File: src/rtl/gtss_pkg.sv
`timescale 1ns / 1ps

package gtss_pkg;

   localparam int VALUE_WIDTH   = 17;
   localparam int TICK_WIDTH    = 16;
   localparam int SPEED_WIDTH   = 8;
   localparam int SEG_WIDTH     = 8;
   localparam int DIGIT_COUNT   = 5;
   localparam int BCD_DIGITS    = 6;
   localparam int DABBLE_WIDTH  = 4 * BCD_DIGITS + VALUE_WIDTH;
   localparam int CSR_IDX_WIDTH = 2;

   localparam logic [TICK_WIDTH-1:0]  GATE_RESET  = 16'd12287;
   localparam logic [SPEED_WIDTH-1:0] SPEED_RESET = 8'd5;
   localparam logic [VALUE_WIDTH-1:0] LIMIT_RESET = 17'd99999;

   typedef enum logic [CSR_IDX_WIDTH-1:0] {
      CSR_GATE_TICKS_MINUS_ONE = 2'd0,
      CSR_SPEED_PER_PULSE      = 2'd1,
      CSR_DISPLAY_LIMIT        = 2'd2
   } csr_index_type;

   typedef logic [SEG_WIDTH-1:0]    seg_type;
   typedef logic [DABBLE_WIDTH-1:0] dabble_type;

   typedef struct packed {
      logic [VALUE_WIDTH-1:0] value;
      logic                   clamped;
   } result_type;

   function automatic seg_type seg_code(logic [3:0] digit);
      seg_type code;
      case (digit)
         4'd0:    code = 8'hFC;
         4'd1:    code = 8'h60;
         4'd2:    code = 8'hDB;
         4'd3:    code = 8'hF3;
         4'd4:    code = 8'h67;
         4'd5:    code = 8'hB7;
         4'd6:    code = 8'hBF;
         4'd7:    code = 8'hE4;
         4'd8:    code = 8'hFF;
         4'd9:    code = 8'hF7;
         default: code = 8'h00;
      endcase
      return code;
   endfunction

   // one shift-add-3 step of the binary to bcd conversion
   function automatic dabble_type dabble_step(dabble_type x);
      dabble_type y;
      logic [3:0] nib;
      y = x;
      for (int i = 0; i < BCD_DIGITS; i++) begin
         nib = y[VALUE_WIDTH + 4 * i +: 4];
         if (nib >= 4'd5) begin
            y[VALUE_WIDTH + 4 * i +: 4] = nib + 4'd3;
         end
      end
      return y << 1;
   endfunction

endpackage

File: src/rtl/gtss_digits.sv
`timescale 1ns / 1ps

module gtss_digits
   import gtss_pkg::*;
(
   input  logic                           clock,
   input  logic                           reset,
   input  logic                           in_valid,
   output logic                           in_stall,
   input  result_type                     in_data,
   output logic                           rsp_valid,
   input  logic                           rsp_stall,
   output logic [VALUE_WIDTH-1:0]         rsp_speed_value,
   output seg_type [DIGIT_COUNT-1:0]      rsp_seg,
   output logic                           rsp_clamped
);

   localparam int A_STEPS = 6;
   localparam int B_STEPS = 6;
   localparam int C_STEPS = VALUE_WIDTH - A_STEPS - B_STEPS;

   logic                         a_valid_ff, a_valid_in;
   dabble_type                   a_work_ff, a_work_in;
   result_type                   a_data_ff, a_data_in;
   logic                         b_valid_ff, b_valid_in;
   dabble_type                   b_work_ff, b_work_in;
   result_type                   b_data_ff, b_data_in;
   logic                         rsp_valid_ff, rsp_valid_in;
   logic [VALUE_WIDTH-1:0]       rsp_value_ff, rsp_value_in;
   seg_type [DIGIT_COUNT-1:0]    rsp_seg_ff, rsp_seg_in;
   logic                         rsp_clamped_ff, rsp_clamped_in;

   logic                         o_free, b_free, a_free;
   dabble_type                   a_calc, b_calc, c_calc;

   always_comb begin
      o_free = !rsp_valid_ff || !rsp_stall;
      b_free = !b_valid_ff || o_free;
      a_free = !a_valid_ff || b_free;
      in_stall = !a_free;
   end

   // conversion split over three stages
   always_comb begin
      a_calc = DABBLE_WIDTH'(in_data.value);
      for (int i = 0; i < A_STEPS; i++) begin
         a_calc = dabble_step(a_calc);
      end
      b_calc = a_work_ff;
      for (int i = 0; i < B_STEPS; i++) begin
         b_calc = dabble_step(b_calc);
      end
      c_calc = b_work_ff;
      for (int i = 0; i < C_STEPS; i++) begin
         c_calc = dabble_step(c_calc);
      end
   end

   always_comb begin
      a_valid_in     = a_valid_ff;
      a_work_in      = a_work_ff;
      a_data_in      = a_data_ff;
      b_valid_in     = b_valid_ff;
      b_work_in      = b_work_ff;
      b_data_in      = b_data_ff;
      rsp_valid_in   = rsp_valid_ff;
      rsp_value_in   = rsp_value_ff;
      rsp_seg_in     = rsp_seg_ff;
      rsp_clamped_in = rsp_clamped_ff;
      if (a_free) begin
         a_valid_in = in_valid;
         a_work_in  = a_calc;
         a_data_in  = in_data;
      end
      if (b_free) begin
         b_valid_in = a_valid_ff;
         b_work_in  = b_calc;
         b_data_in  = a_data_ff;
      end
      if (o_free) begin
         rsp_valid_in   = b_valid_ff;
         rsp_value_in   = b_data_ff.value;
         rsp_clamped_in = b_data_ff.clamped;
         // low five bcd digits; a sixth one is dropped
         for (int k = 0; k < DIGIT_COUNT; k++) begin
            rsp_seg_in[k] = seg_code(c_calc[VALUE_WIDTH + 4 * k +: 4]);
         end
      end
   end

   always_ff @(posedge clock) begin
      if (reset) begin
         a_valid_ff   <= 1'b0;
         b_valid_ff   <= 1'b0;
         rsp_valid_ff <= 1'b0;
      end else begin
         a_valid_ff   <= a_valid_in;
         b_valid_ff   <= b_valid_in;
         rsp_valid_ff <= rsp_valid_in;
      end
   end

   always_ff @(posedge clock) begin
      a_work_ff      <= a_work_in;
      a_data_ff      <= a_data_in;
      b_work_ff      <= b_work_in;
      b_data_ff      <= b_data_in;
      rsp_value_ff   <= rsp_value_in;
      rsp_seg_ff     <= rsp_seg_in;
      rsp_clamped_ff <= rsp_clamped_in;
   end

   assign rsp_valid       = rsp_valid_ff;
   assign rsp_speed_value = rsp_value_ff;
   assign rsp_seg         = rsp_seg_ff;
   assign rsp_clamped     = rsp_clamped_ff;

endmodule

File: src/rtl/gated_tachometer_seven_segment_top.sv
`timescale 1ns / 1ps

// Gated tachometer: takes one pulse/tick item per clock while req_stall is low and counts
// encoder pulses over a window of gate_ticks_minus_one + 1 timer ticks. The item that
// closes a window yields one result: the pulse count times speed_per_pulse, clamped to
// display_limit, with five seven-segment digit codes. After its closing item is taken, a
// result passes through the close register, multiplier, clamp compare and three binary to
// bcd stages. Those six stages hold up to six pending results, so req_stall rises only
// when all of them are full and the output is stalled.

module gated_tachometer_seven_segment_top
   import gtss_pkg::*;
#(
   parameter int COUNT_WIDTH = 16
) (
   input  logic                     clock,
   input  logic                     reset,
   input  logic                     req_valid,
   output logic                     req_stall,
   input  logic                     req_pulse_edge,
   input  logic                     req_time_tick,
   output logic                     rsp_valid,
   input  logic                     rsp_stall,
   output logic [VALUE_WIDTH-1:0]   rsp_speed_value,
   output logic [SEG_WIDTH-1:0]     rsp_seg_digit_ten_thousands,
   output logic [SEG_WIDTH-1:0]     rsp_seg_digit_thousands,
   output logic [SEG_WIDTH-1:0]     rsp_seg_digit_hundreds,
   output logic [SEG_WIDTH-1:0]     rsp_seg_digit_tens,
   output logic [SEG_WIDTH-1:0]     rsp_seg_digit_ones,
   output logic                     rsp_clamped,
   input  logic                     csr_write,
   input  logic [CSR_IDX_WIDTH-1:0] csr_index,
   input  logic [VALUE_WIDTH-1:0]   csr_wdata
);

   localparam int PRODUCT_WIDTH = COUNT_WIDTH + SPEED_WIDTH;
   localparam int CMP_WIDTH = (PRODUCT_WIDTH > VALUE_WIDTH) ? PRODUCT_WIDTH : VALUE_WIDTH;

   logic [TICK_WIDTH-1:0]    gate_ff, gate_in;
   logic [SPEED_WIDTH-1:0]   speed_ff, speed_in;
   logic [VALUE_WIDTH-1:0]   limit_ff, limit_in;

   logic [COUNT_WIDTH-1:0]   pulse_tally_ff, pulse_tally_in;
   logic [TICK_WIDTH-1:0]    tick_tally_ff, tick_tally_in;

   logic                     c_valid_ff, c_valid_in;
   logic [COUNT_WIDTH-1:0]   c_tally_ff, c_tally_in;
   logic                     p_valid_ff, p_valid_in;
   logic [PRODUCT_WIDTH-1:0] p_product_ff, p_product_in;
   logic                     v_valid_ff, v_valid_in;
   result_type               v_data_ff, v_data_in;

   logic                     accept, close;
   logic                     c_free, p_free, v_free;
   logic                     digits_stall;
   logic [COUNT_WIDTH-1:0]   tally_next;
   logic [CMP_WIDTH-1:0]     product_ext, limit_ext;
   seg_type [DIGIT_COUNT-1:0] seg;

   // configuration registers
   always_comb begin
      gate_in  = gate_ff;
      speed_in = speed_ff;
      limit_in = limit_ff;
      if (csr_write) begin
         case (csr_index_type'(csr_index))
            CSR_GATE_TICKS_MINUS_ONE: gate_in  = csr_wdata[TICK_WIDTH-1:0];
            CSR_SPEED_PER_PULSE:      speed_in = csr_wdata[SPEED_WIDTH-1:0];
            CSR_DISPLAY_LIMIT:        limit_in = csr_wdata;
            default: ;
         endcase
      end
   end

   always_comb begin
      v_free    = !v_valid_ff || !digits_stall;
      p_free    = !p_valid_ff || v_free;
      c_free    = !c_valid_ff || p_free;
      req_stall = !c_free;
      accept    = req_valid && c_free;
   end

   // window counting; a pulse in the closing item still counts
   always_comb begin
      tally_next = pulse_tally_ff;
      if (req_pulse_edge && (pulse_tally_ff != {COUNT_WIDTH{1'b1}})) begin
         tally_next = pulse_tally_ff + 1'b1;
      end
      close          = req_time_tick && (tick_tally_ff >= gate_ff);
      pulse_tally_in = pulse_tally_ff;
      tick_tally_in  = tick_tally_ff;
      if (accept) begin
         pulse_tally_in = tally_next;
         if (req_time_tick) begin
            if (close) begin
               pulse_tally_in = '0;
               tick_tally_in  = '0;
            end else begin
               tick_tally_in = tick_tally_ff + 1'b1;
            end
         end
      end
   end

   always_comb begin
      c_valid_in   = c_valid_ff;
      c_tally_in   = c_tally_ff;
      p_valid_in   = p_valid_ff;
      p_product_in = p_product_ff;
      v_valid_in   = v_valid_ff;
      v_data_in    = v_data_ff;
      product_ext  = CMP_WIDTH'(p_product_ff);
      limit_ext    = CMP_WIDTH'(limit_ff);
      if (c_free) begin
         c_valid_in = accept && close;
         c_tally_in = tally_next;
      end
      if (p_free) begin
         p_valid_in   = c_valid_ff;
         p_product_in = PRODUCT_WIDTH'(c_tally_ff) * PRODUCT_WIDTH'(speed_ff);
      end
      if (v_free) begin
         v_valid_in        = p_valid_ff;
         v_data_in.clamped = product_ext > limit_ext;
         v_data_in.value   = (product_ext > limit_ext) ? limit_ff
                                                       : product_ext[VALUE_WIDTH-1:0];
      end
   end

   always_ff @(posedge clock) begin
      if (reset) begin
         gate_ff        <= GATE_RESET;
         speed_ff       <= SPEED_RESET;
         limit_ff       <= LIMIT_RESET;
         pulse_tally_ff <= '0;
         tick_tally_ff  <= '0;
         c_valid_ff     <= 1'b0;
         p_valid_ff     <= 1'b0;
         v_valid_ff     <= 1'b0;
      end else begin
         gate_ff        <= gate_in;
         speed_ff       <= speed_in;
         limit_ff       <= limit_in;
         pulse_tally_ff <= pulse_tally_in;
         tick_tally_ff  <= tick_tally_in;
         c_valid_ff     <= c_valid_in;
         p_valid_ff     <= p_valid_in;
         v_valid_ff     <= v_valid_in;
      end
   end

   always_ff @(posedge clock) begin
      c_tally_ff   <= c_tally_in;
      p_product_ff <= p_product_in;
      v_data_ff    <= v_data_in;
   end

   gtss_digits u_digits (
      .clock           (clock),
      .reset           (reset),
      .in_valid        (v_valid_ff),
      .in_stall        (digits_stall),
      .in_data         (v_data_ff),
      .rsp_valid       (rsp_valid),
      .rsp_stall       (rsp_stall),
      .rsp_speed_value (rsp_speed_value),
      .rsp_seg         (seg),
      .rsp_clamped     (rsp_clamped)
   );

   assign rsp_seg_digit_ones          = seg[0];
   assign rsp_seg_digit_tens          = seg[1];
   assign rsp_seg_digit_hundreds      = seg[2];
   assign rsp_seg_digit_thousands     = seg[3];
   assign rsp_seg_digit_ten_thousands = seg[4];

endmodule

File: config.mk
export PLATFORM = sky130hd
export DESIGN_NAME = gated_tachometer_seven_segment_top
export DESIGN_NICKNAME = d
export VERILOG_FILES = /design/src/rtl/gtss_pkg.sv /design/src/rtl/gtss_digits.sv /design/src/rtl/gated_tachometer_seven_segment_top.sv
export SDC_FILE = /design/constraint.sdc
export NUM_CORES = 1
export LEC_CHECK = 0
export BUFFER_PORTS_ARGS = -buffer_cell sky130_fd_sc_hd__buf_4
export CORE_ASPECT_RATIO = 2
export CORE_MARGIN = 2
export CORE_UTILIZATION = 57
export CTS_CLUSTER_DIAMETER = 80
export CTS_CLUSTER_SIZE = 14
export DETAILED_ROUTE_END_ITERATION = 12
export PLACE_DENSITY_LB_ADDON = 0.2
export SYNTH_ARGS = -nofsm -noshare
export SYNTH_HDL_FRONTEND = slang
export SYNTH_SLANG_ARGS = --single-unit
export TNS_END_PERCENT = 1
File: constraint.sdc
create_clock -name clock -period 5.9 [get_ports clock]
set_clock_uncertainty 0.2 [all_clocks]
set_input_delay 0.295 -clock clock [delete_from_list [all_inputs] [get_ports clock]]
set_output_delay 0.295 -clock clock [all_outputs]
set_load 0.1 [all_outputs]
==> impl_results.md <==
- Logic pwr share: 23.1%
- Clock latency reported for the late side of the worst-skew pair: 0.54 ns
- CP most frequent cell: ha_4
- Global Route Usage Sum: 24.9%
- Max Root-Sink Buffers: 3
- Switching Fraction: 31.5%
- Gpl congestion: 0.940
- Sequential share of power: 46.1%
- TritonCTS clock tree: done
- Crit-path max FO: 5
- Internal: 0.00291 W
- Worst Setup Path Type: reg -> reg
- Worst rel slew slack: 31.4%
- Sequential share of the synthesized area: 34.6%
- Mapped Nets: 2261
- Post-synthesis async set-or-reset flop share: 0%
- Fill cell count: 2630
- 1st-iter DRT viols: 669
- Min Clock Period, post-route: 6.04 ns
- Dpl hpwl: 34800 µm
- Pin count of the biggest net entering global routing: 67
- Critical path required time: 6.09 ns
- Top post-synthesis cells by count: inv_1 (206), nand2_1 (192), ha_1 (171), edfxtp_1 (167), nor2_1 (138)
- Slowest stage delay, CP: 0.41 ns
- Most instantiated library cell after synthesis: inv_1
- Critical Path End Type: flop
- Max-slew violation count: 0
- Die footprint: 0.0350 mm²
- Fin area: 0.0224 mm²
- Measured slew at the worst slew-check pin: 1.03 ns
- Final WS setup: -0.138 ns
- Synth top area share: 26.3%
- PwrDens: 190 mW/mm²
- Wire per inst: 17.0 µm
- Starting Density: 57.8%
- Num rows: 94
- Synth area leaders: edfxtp_1 (26%), ha_1 (11%), fa_1 (8.8%), dfxtp_1 (8.3%), inv_1 (4.1%)
- #FFs+latches synth: 246
- Vias in the first global route: 15600
- Hold crit path type: in -> reg
- Clock Sinks: 246
- First-pass GRT wire length: 71500 µm
- Root buf cell: clkbuf_16
- Antenna Cells: 0
- Failing checks: negative setup slack
- Tcrit/Tclk final: 102%
- Area Growth Syn to Fin: 17.7%
- Crit path launch type: flop
- Clock power share: 30.7%
- Delay-heaviest family, CP: simple AND/OR/NAND/NOR gates
- EDFF count, synth: 167
- Status: finished, violations left
- Total design power: 0.00425 W
- Vias per cell: 5.77
- Ports: 86
- Pre-Repair DR Iteration Count: 6
- Top_reg_cell synth: edfxtp_1
- Clock transition at the registers of the reported paths: 0.07 ns
- Final #Nets: 2458
- Post-synth top area cell: edfxtp_1
- Core ar.: 0.0329 mm²
- Synthesized area per cell: 9.62 µm²
- Buf+Inv Stages, Crit Path: 7
- Ys Warns: 0
- Crit-path slowest cell: edfxtp_1
- Final setup fails: 14
- Die H: 263 µm
- Port Buf Inserts: 85
- Remaining Overflow, GRT: 0
- CTS H-Tree Depth: 1
- F_max: 0.166 GHz
- Remaining routing DRC violations: 0
- Post-route ant nets: 0
- Num CTS Buffers: 21
- VDD IR max: 0.253 mV
- Placement Cell Area: 0.0210 mm²
- Final hold violation count: 0
- Layout Utilization: 68.1%
- Die width: 133 µm
- Max cap viols: 0
- Pre-CTS setup slack: -0.270 ns
- Net load switching power: 0.00134 W
- CP Data Arrival Time: 6.23 ns
- Cell variety after synth: 93
- Post-Syn Instances: 1980
- Via count: 15100
- RSZ-0062 raised after global routing: yes
- Initial antenna violation count: 0
- LEAKAGE: 10.2 nW
- Synthesized cell area: 0.0190 mm²
- Routed wire length: 44700 µm
- Layout cells sized above 1: 18.6%
worst paths after layout:
kind	slack, ns	to	cells past startpoint	startpoint
worst max-delay path	-0.14	u_digits.rsp_seg[15]	31	u_digits.b_work_ff[18]
worst min-delay path	0.08	c_tally_ff[0]	3	req_pulse_edge
worst max register to register	-0.14	u_digits.rsp_seg[15]	31	u_digits.b_work_ff[18]
worst min register to register	0.22	u_digits.a_data_ff[8]	0	v_data_ff[8]
worst register-to-register path, delay by kind of cell, from the launching register on:
family | cells | cell delay [ns]
buf+inv | 7 | 0.77
mux | 2 | 0.65
compound gates | 5 | 1.25
fa+ha+maj | 5 | 0.81
xor+xnor | 2 | 0.37
flops | 1 | 0.41
simple gates | 10 | 1.43
cell usage in the layout, fill, tap and decap left out, types with 21 or more instances in the layout:
cell       count
fa_1          84
and2_1        69
edfxtp_1     167
ha_1         149
a21oi_1      101
dfxtp_1       79
nor2b_1       21
buf_4        204
o21ai_0       70
nand2b_1      28
inv_1        191
o21a_1        28
nor3_1        29
a211o_1       37
clkbuf_16     21
a21o_1        34
nor2_1       135
mux2_2        35
nand3_1       49
nand2_1      187
xnor2_1       41
mux2i_1       40
stage by stage:
stage | setup TNS [ns] | instances | hold WS [ns]
3_5_place_dp | -4.57 | 2544 | 0.205
6_report | -1.10 | 2623 | 0.0752
3_3_place_gp | -0.477 | 2544 | 0.201
4_1_cts | -0.382 | 2615 | 0.0456
5_1_grt | -9.06 | 2623 | 0.118
2_1_floorplan | -1.21 | 1980 | 0.200
sequential cells by signal, indices dropped and copies added (netlist names), 17 cells and up:
name	count
u_digits.rsp_seg	35
p_product_ff	24
u_digits.a_data_ff	18
u_digits.b_data_ff	18
v_data_ff	18
limit_ff	17
u_digits.rsp_speed_value	17
routing by layer:
layer	share of wire [%]	vias to the layer above	GRT usage, %
met5	0	-	0
li1	-	7341	-
met4	6.0	0	15.1
met2	59	293	52.0
met3	2.3	143	1.87
met1	33	7369	22.0
layout make-up:
type                            instances  area (µm²)  share of cell area [%]
Inverter                              208         788                    3.52
Tap cell                              432         541                    2.41
Sequential cell                       246        6600                    29.4
Multi-Input combinational cell       1474       12100                    54.2
Clock inverter                          2        17.5                  0.0781
Timing Repair Buffer                  226        1760                    7.83
Clock buffer                           35         578                    2.58
power by group through the flow:
stage	Sequential, W	Clock, W	Combinational (W)
after floorplan	0.00230	0	0.000349
after global placement	0.00200	0	0.000873
after detailed placement	0.00200	0	0.000890
after CTS	0.00196	0.00135	0.000940
after global routing	0.00197	0.00139	0.00104
final	0.00196	0.00131	0.000984
logic make-up (layout without fill, tap and decap cells):
group	Yosys count	count (layout)	share of synthesized area (%)
adder cells (fa/ha/maj)	255	255	20.1
AO/OA/AOI/OAI	428	428	15.4
flip-flops	246	246	34.6
multiplexers	88	88	4.99
XOR/XNOR	78	78	3.66
AND/OR/NAND/NOR	625	625	16.0
buffers and inverters	260	471	5.25
repair_timing:
action / 4_1_cts / 5_1_grt
endpoints found under the setup margin: 26 / 36
cloned: 0 / 0
hold buffers: 19 / 0
resized for setup: 40 / 67
endpoints found under the hold margin: 45 / 0
setup buffers: 15 / 8
pin swaps: 22 / 33
(Power assumes the default switching activity.)
